===== src/hdl/rie_pkg.sv =====
// ----------------------------------------------------------------------------
// rie_pkg
// Types, opcodes and memory geometry shared by the execute unit modules.
// ----------------------------------------------------------------------------
package rie_pkg;

    localparam int MEM_BYTES = 1024;
    localparam int MEM_ROWS  = MEM_BYTES / 4;
    localparam int ROW_W     = $clog2(MEM_ROWS);

    localparam logic [31:0] MEM_BYTES_W      = 32'(MEM_BYTES);
    localparam logic [31:0] JUMP_REGION_MASK = 32'hF000_0000;
    localparam logic [31:0] HALF_LANE_MASK   = 32'h0000_FF00;
    localparam logic [31:0] BYTE_LANE_MASK   = 32'h0000_00FF;
    localparam logic [4:0]  LINK_REG         = 5'd31;

    typedef enum logic [4:0] {
        OP_ADD  = 5'd0,  OP_SUB  = 5'd1,  OP_AND  = 5'd2,  OP_OR   = 5'd3,
        OP_XOR  = 5'd4,  OP_NOR  = 5'd5,  OP_NAND = 5'd6,  OP_SLT  = 5'd7,
        OP_SLL  = 5'd8,  OP_SRL  = 5'd9,  OP_SRA  = 5'd10, OP_JR   = 5'd11,
        OP_ADDI = 5'd12, OP_LW   = 5'd13, OP_LH   = 5'd14, OP_LHU  = 5'd15,
        OP_LB   = 5'd16, OP_LBU  = 5'd17, OP_SW   = 5'd18, OP_SH   = 5'd19,
        OP_SB   = 5'd20, OP_LUI  = 5'd21, OP_ANDI = 5'd22, OP_ORI  = 5'd23,
        OP_NORI = 5'd24, OP_SLTI = 5'd25, OP_BEQ  = 5'd26, OP_BNE  = 5'd27,
        OP_J    = 5'd28, OP_JAL  = 5'd29
    } t_op;

    typedef enum logic [2:0] {
        LD_NONE, LD_WORD, LD_HALF, LD_HALFU, LD_BYTE, LD_BYTEU
    } t_ld;

    typedef struct packed {
        t_op         op;
        logic [4:0]  rs;
        logic [4:0]  rt;
        logic [4:0]  rd;
        logic [4:0]  sh;
        logic [25:0] imm;
    } t_instr;

    typedef struct packed {
        logic [31:0] next_pc;
        logic        wr;
        logic [4:0]  widx;
        logic [31:0] wval;
        t_ld         ld;
        logic [1:0]  off;
        logic        novf;
        logic        zerr;
        logic        aovf;
        logic        mis;
        logic        halted;
    } t_result;

    typedef struct packed {
        logic             wr;
        logic             rd;
        logic [ROW_W-1:0] row;
        logic [3:0]       be;
        logic [31:0]      wdata;
    } t_mem_req;

    function automatic logic add_ovf(input logic [31:0] a, input logic [31:0] b,
                                     input logic [31:0] s);
        logic a_pos, b_pos, s_pos;
        a_pos = (a != 32'd0) && !a[31];
        b_pos = (b != 32'd0) && !b[31];
        s_pos = (s != 32'd0) && !s[31];
        return (a_pos && b_pos && !s_pos) || (a[31] && b[31] && !s[31]);
    endfunction

endpackage


===== src/hdl/rie_regfile.sv =====
// ----------------------------------------------------------------------------
// rie_regfile
// 32 x 32 register file, two registered read ports, one write port.
// ----------------------------------------------------------------------------
module rie_regfile
    import rie_pkg::*;
(
    input  logic        i_clk,
    input  logic        i_rst_n,
    input  logic        i_rd_en,
    input  logic [4:0]  i_ra,
    input  logic [4:0]  i_rb,
    input  logic        i_wr_en,
    input  logic [4:0]  i_widx,
    input  logic [31:0] i_wdata,
    output logic [31:0] o_qa,
    output logic [31:0] o_qb
);

    logic [31:0] r_mem [32];
    logic [31:0] r_vld;
    logic [31:0] r_qa;
    logic [31:0] r_qb;

    // Entries read as zero until first written, so reset needs no sweep.
    always_ff @(posedge i_clk) begin
        if (!i_rst_n) begin
            r_vld <= '0;
        end else if (i_wr_en) begin
            r_vld[i_widx] <= 1'b1;
        end
    end

    always_ff @(posedge i_clk) begin
        if (i_wr_en) begin
            r_mem[i_widx] <= i_wdata;
        end
    end

    // A write landing on the same edge is passed straight to the reader.
    always_ff @(posedge i_clk) begin
        if (i_rd_en) begin
            r_qa <= (i_wr_en && i_widx == i_ra) ? i_wdata :
                    (r_vld[i_ra] ? r_mem[i_ra] : 32'd0);
            r_qb <= (i_wr_en && i_widx == i_rb) ? i_wdata :
                    (r_vld[i_rb] ? r_mem[i_rb] : 32'd0);
        end
    end

    assign o_qa = r_qa;
    assign o_qb = r_qb;

endmodule


===== config.mk =====
export PLATFORM = sky130hd
export DESIGN_NAME = rie_regfile
export DESIGN_NICKNAME = d
export VERILOG_FILES = /design/src/hdl/rie_pkg.sv /design/src/hdl/rie_regfile.sv
export SDC_FILE = /design/constraint.sdc
export NUM_CORES = 2
export LEC_CHECK = 0
export BUFFER_PORTS_ARGS = -buffer_cell sky130_fd_sc_hd__buf_4
export CAP_MARGIN = 30
export CELL_PAD_IN_SITES_DETAIL_PLACEMENT = 1
export CELL_PAD_IN_SITES_GLOBAL_PLACEMENT = 1
export CORE_MARGIN = 1
export CORE_UTILIZATION = 44
export CTS_BUF_LIST = sky130_fd_sc_hd__clkbuf_8
export CTS_CLUSTER_DIAMETER = 60
export DETAILED_ROUTE_END_ITERATION = 7
export GPL_TIMING_DRIVEN = 0
export PLACE_DENSITY = 0.7
export SLEW_MARGIN = 0
export SYNTH_ARGS = -nofsm -noshare
export SYNTH_HDL_FRONTEND = slang
export SYNTH_SLANG_ARGS = --single-unit

===== constraint.sdc =====
create_clock -name i_clk -period 3.5 [get_ports i_clk]
set_clock_uncertainty 0.15 [all_clocks]
set_input_delay 0.35 -clock i_clk [delete_from_list [all_inputs] [get_ports i_clk]]
set_output_delay 0.35 -clock i_clk [all_outputs]
set_load 0.005 [all_outputs]

==> impl_summary.txt <==
----------------------------------------------------
[Hold path]
  Start point of the worst hold path ... i_rst_n
  Kind of path behind the tightest hold check ... input pin to flip-flop
  Worst hold path endpoint ... r_vld[25]$_SDFFE_PN0P_
  WHS Path Cells ... 3

[STA]
  Number of max-slew violations in the final report ... 0
  Aggregate negative setup slack ... 0 ns
  Fmax ... 0.2929 GHz
  Number of failing setup endpoints in the final timing report ... 0
  Final worst setup slack ... 0.08614 ns
  Unrepaired setup endpoints after global routing ... false
  Crit path time final ... ~3.4 ns
  Worst max-slew margin expressed relative to the limit ... 25.38%
  Final Hold Violating Endpoints ... 0
  Actual transition at the worst max-transition pin ... about 1.1 ns
  Fraction of the cycle the final worst path needs ... 97.54%
  Worst Hold Slack ... 0.1578 ns

[Routing]
  First-pass DRT Iterations ... 5
  WL met1 ... 62830 microns
  Via Count ... 30290
  Number of vias per cell after detailed routing ... 6.758
  Aggregate routed wire length ... 175500 microns
  Routed length on met3 ... 17120 microns
  Met2 routed WL ... 86620 microns
  WL/cell ... slightly below 40 microns
  Post-detailed-route DRC marker count ... 0
  Top routing layer in use ... met4
  Number of DRC markers after the initial detailed-route iteration ... 4426
  Number of nets with antenna violations after routing ... 0

[Critical path]
  RR Endpoint ... o_qa[1]$_DFFE_PP_
  Worst r2r path cells ... 6
  Worst-path cell with the longest stage delay ... sky130_fd_sc_hd__clkbuf_1
  Required time of the critical path ... approximately 3.9 ns
  Arr. time, crit path ... around 3.8 ns
  Delay contributed by the slowest stage of the critical path ... 0.80 ns
  Worst-case register-to-register setup slack ... 0.09 ns
  Worst path cell trace ... mux4_2 -> o32a_1 -> o2111ai_1 -> a21o_1 -> clkbuf_1 -> o21ai_1
  Maximum net fanout on the critical path ... 10
  Nature of the critical path startpoint ... flip-flop
  Number of buffers and inverters on the critical path ... 1
  Kind of critical path ... flip-flop to flip-flop
  Kind of capture point of the worst setup path ... flip-flop
  Cell family contributing the most delay on the critical path ... compound AO/OA/AOI/OAI gates
  Startpoint of the worst register-to-register path ... r_vld[15]$_SDFFE_PN0P_

[Synth]
  Gate count of the mapped netlist ... roughly 2400
  Post-synth net total ... 2462
  Primary FF master, synth ... sky130_fd_sc_hd__edfxtp_1
  Yosys reg bits ... 1120
  Number of flops mapped to enable cells by yosys ... 1088
  Post-synthesis async set-or-reset flop share ... 0%
  Avg Inst Size Synth ... 21.00 sq um
  Portion of the post-synthesis area used by sequential elements ... 65.79%
  Netlist area before placement ... slightly above 0.05 sq mm
  Number of warning messages in the yosys log ... 0
  Post-synth cell types ... 41

[Outcome]
  Run status ... completed

[Placed design]
  Final HPWL DP ... 120700 microns
  Buffers added on ports ... ~100
  Setup WS pre-CTS ... -0.7429 ns
  Placed cell count ... 4104
  Routability Congestion ... roughly 0.85

[Clock network]
  Maximum clock path buffer count ... 3
  Post-CTS Setup Bufs ... 0
  Clock slew at reported path FFs ... 0.06 ns
  Clock root cell ... sky130_fd_sc_hd__clkbuf_8
  Number of H-tree levels ... 4
  Clk sinks ... 1120
  Clock latency at the later pin of the worst-skew pair ... 0.89 ns
  Number of buffers added by the clock tree synthesis step ... 188
  CTS tree ... done

[Power]
  Switching power share of the total ... around 25%
  Relative contribution of combinational cells to total power ... 9.5%
  Leakage ... 18.57 nW
  Portion of total power attributed to sequential cells ... 52.6%
  Power per unit of standard cell area ... 486.1 mW/mm^2
  Peak supply drop ... ~0.00035 V
  Pint ... ~21 mW
  Share of power burned in the clock network ... 37.9%
  Switching power ... ~7.2 mW

[GRT]
  Global-route total usage across every layer ... between 30 and 40%
  Antenna violations before repair ... 2
  Wire length of the first global-routing pass ... 242700 microns
  Global-route congestion overflow total ... 0
  Number of global-route vias before repair ... 32280
  Largest net degree at the start of global routing ... 37

[Floorplanning]
  Top Ports ... 115
  Core region area ... 0.1142 sq mm
  Overall die height ... 341.2 microns
  Starting density of the core ... between 40% and 50%
  Cell row count ... 124
  Die area ... 0.1164 sq mm
  Die width ... 341.2 microns

[Final layout]
  Final Net Count ... 2871
  Area growth from synthesis to final layout ... 15.98%
  Layout Utilization ... 51.43%
  Final cell count without fillers ... 4482
  Fraction of layout cells with a size suffix above 1 ... 37.22%

[Run]
  MaxCap Viol Count ... 0

----------------------------------------------------
## how the worst max path moves through the flow
| stage | startpoint | end | slack (ns) | cells after the start |
|---|---|---|---|---|
| floorplan | i_widx[0] | r_mem[28][0]$_DFFE_PP_ | 0.38 | 4 |
| global placement | i_widx[0] | r_mem[12][9]$_DFFE_PP_ | -2.33 | 4 |
| detailed placement | i_rb[1] | o_qb[16]$_DFFE_PP_ | -0.74 | 8 |
| CTS | r_vld[15]$_SDFFE_PN0P_ | o_qa[0]$_DFFE_PP_ | 0.17 | 6 |
| global route | i_ra[1] | o_qa[31]$_DFFE_PP_ | 0.09 | 9 |
| finish | r_vld[15]$_SDFFE_PN0P_ | o_qa[1]$_DFFE_PP_ | 0.09 | 6 |
## cells by family (layout without fill, tap and decap cells)
family | count (synthesis) | count (layout) | synth area share (%)
AO/OA/AOI/OAI | 221 | 221 | 3.296
flip-flops | 1120 | 1120 | 65.79
AND/OR/NAND/NOR | 232 | 232 | 2.286
XOR/XNOR | 10 | 10 | 0.1730
buffers and inverters | 204 | 762 | 1.740
other | 0 | 1 | 0
multiplexers | 624 | 624 | 26.72
## per-layer routing
layer,vias up,track usage [%]
met4,0,14.87
met3,431,6.539
met5,-,0
met2,2094,49.90
met1,16290,38.30
li1,11480,-
## worst register-to-register path, delay by kind of cell, from the launching register on
kind | cells | cell delay (ns)
AO/OA/AOI/OAI | 4 | 1.31
buffers and inverters | 1 | 0.80
multiplexers | 1 | 0.48
flip-flops | 1 | 0.33
## registers in the layout (all words and copies together) (netlist names)
| signal | count |
|---|---|
| o_qa | 32 |
| o_qb | 32 |
| r_mem | 1024 |
| r_vld | 32 |
## metrics by stage
step,instance area [sq um],total power [mW]
6_report,58730,28.55
5_1_grt,58730,29.23
4_1_cts,58670,28.62
3_5_place_dp,54950,17.95
3_3_place_gp,53300,17.76
2_1_floorplan,50640,16.69
## cell usage in the layout (no fill, tap or decap), drive strengths merged, types with 8 or more instances in the layout
master,synthesis,final
mux4,582,582
inv,4,70
buf,78,263
nand4,33,33
clkinv,0,77
dfxtp,32,32
nand2,98,98
xor2,8,8
nand3b,38,38
dlygate4sd3,0,34
o21a,36,36
mux2i,41,41
a22oi,98,98
clkbuf,122,312
edfxtp,1088,1088
a32o,32,32
nor2,38,38
o21ai,31,31
## layout make-up
type                    count  area (sq um)
clock inverters           149         762.0
flip-flops and latches   1120         33310
multi-input cells        1087         16680
clock buffers             190          2615
plain buffers             200         867.1
well taps                1512          1892
fillers                 10310         55460
repair buffers            219          2581
diodes                      1         2.502
inverters                   4         15.01
## power groups by stage
stage                     sequential, mW  clock [mW]  combinational, mW
after global routing                15.0        11.4               2.81
after floorplan                     15.3           0               1.41
after global placement              15.3           0               2.48
after CTS                           15.0        10.9               2.70
after detailed placement            15.3           0               2.66
final                               15.0        10.8               2.72
## Yosys cell counts, types with 8 or more instances
cell type	instances	area [sq um]
sky130_fd_sc_hd__edfxtp_1	1088	32670
sky130_fd_sc_hd__mux4_2	582	13110
sky130_fd_sc_hd__clkbuf_1	122	457.9
sky130_fd_sc_hd__a22oi_1	98	735.7
sky130_fd_sc_hd__nand2_1	98	367.9
sky130_fd_sc_hd__buf_2	56	280.3
sky130_fd_sc_hd__mux2i_1	41	410.4
sky130_fd_sc_hd__nand3b_1	38	285.3
sky130_fd_sc_hd__nor2_1	38	142.6
sky130_fd_sc_hd__o21a_1	36	270.3
sky130_fd_sc_hd__nand4_1	33	206.5
sky130_fd_sc_hd__a32o_1	32	320.3
sky130_fd_sc_hd__dfxtp_1	32	640.6
sky130_fd_sc_hd__o21ai_1	31	155.2
sky130_fd_sc_hd__buf_1	14	52.55
sky130_fd_sc_hd__xor2_1	8	70.07
## repair_timing
item | in CTS | in global routing
gates resized for setup | 0 | 0
hold endpoints to repair | 1143 | 0
hold buffers | 34 | 0
(Power assumes the default switching activity.)
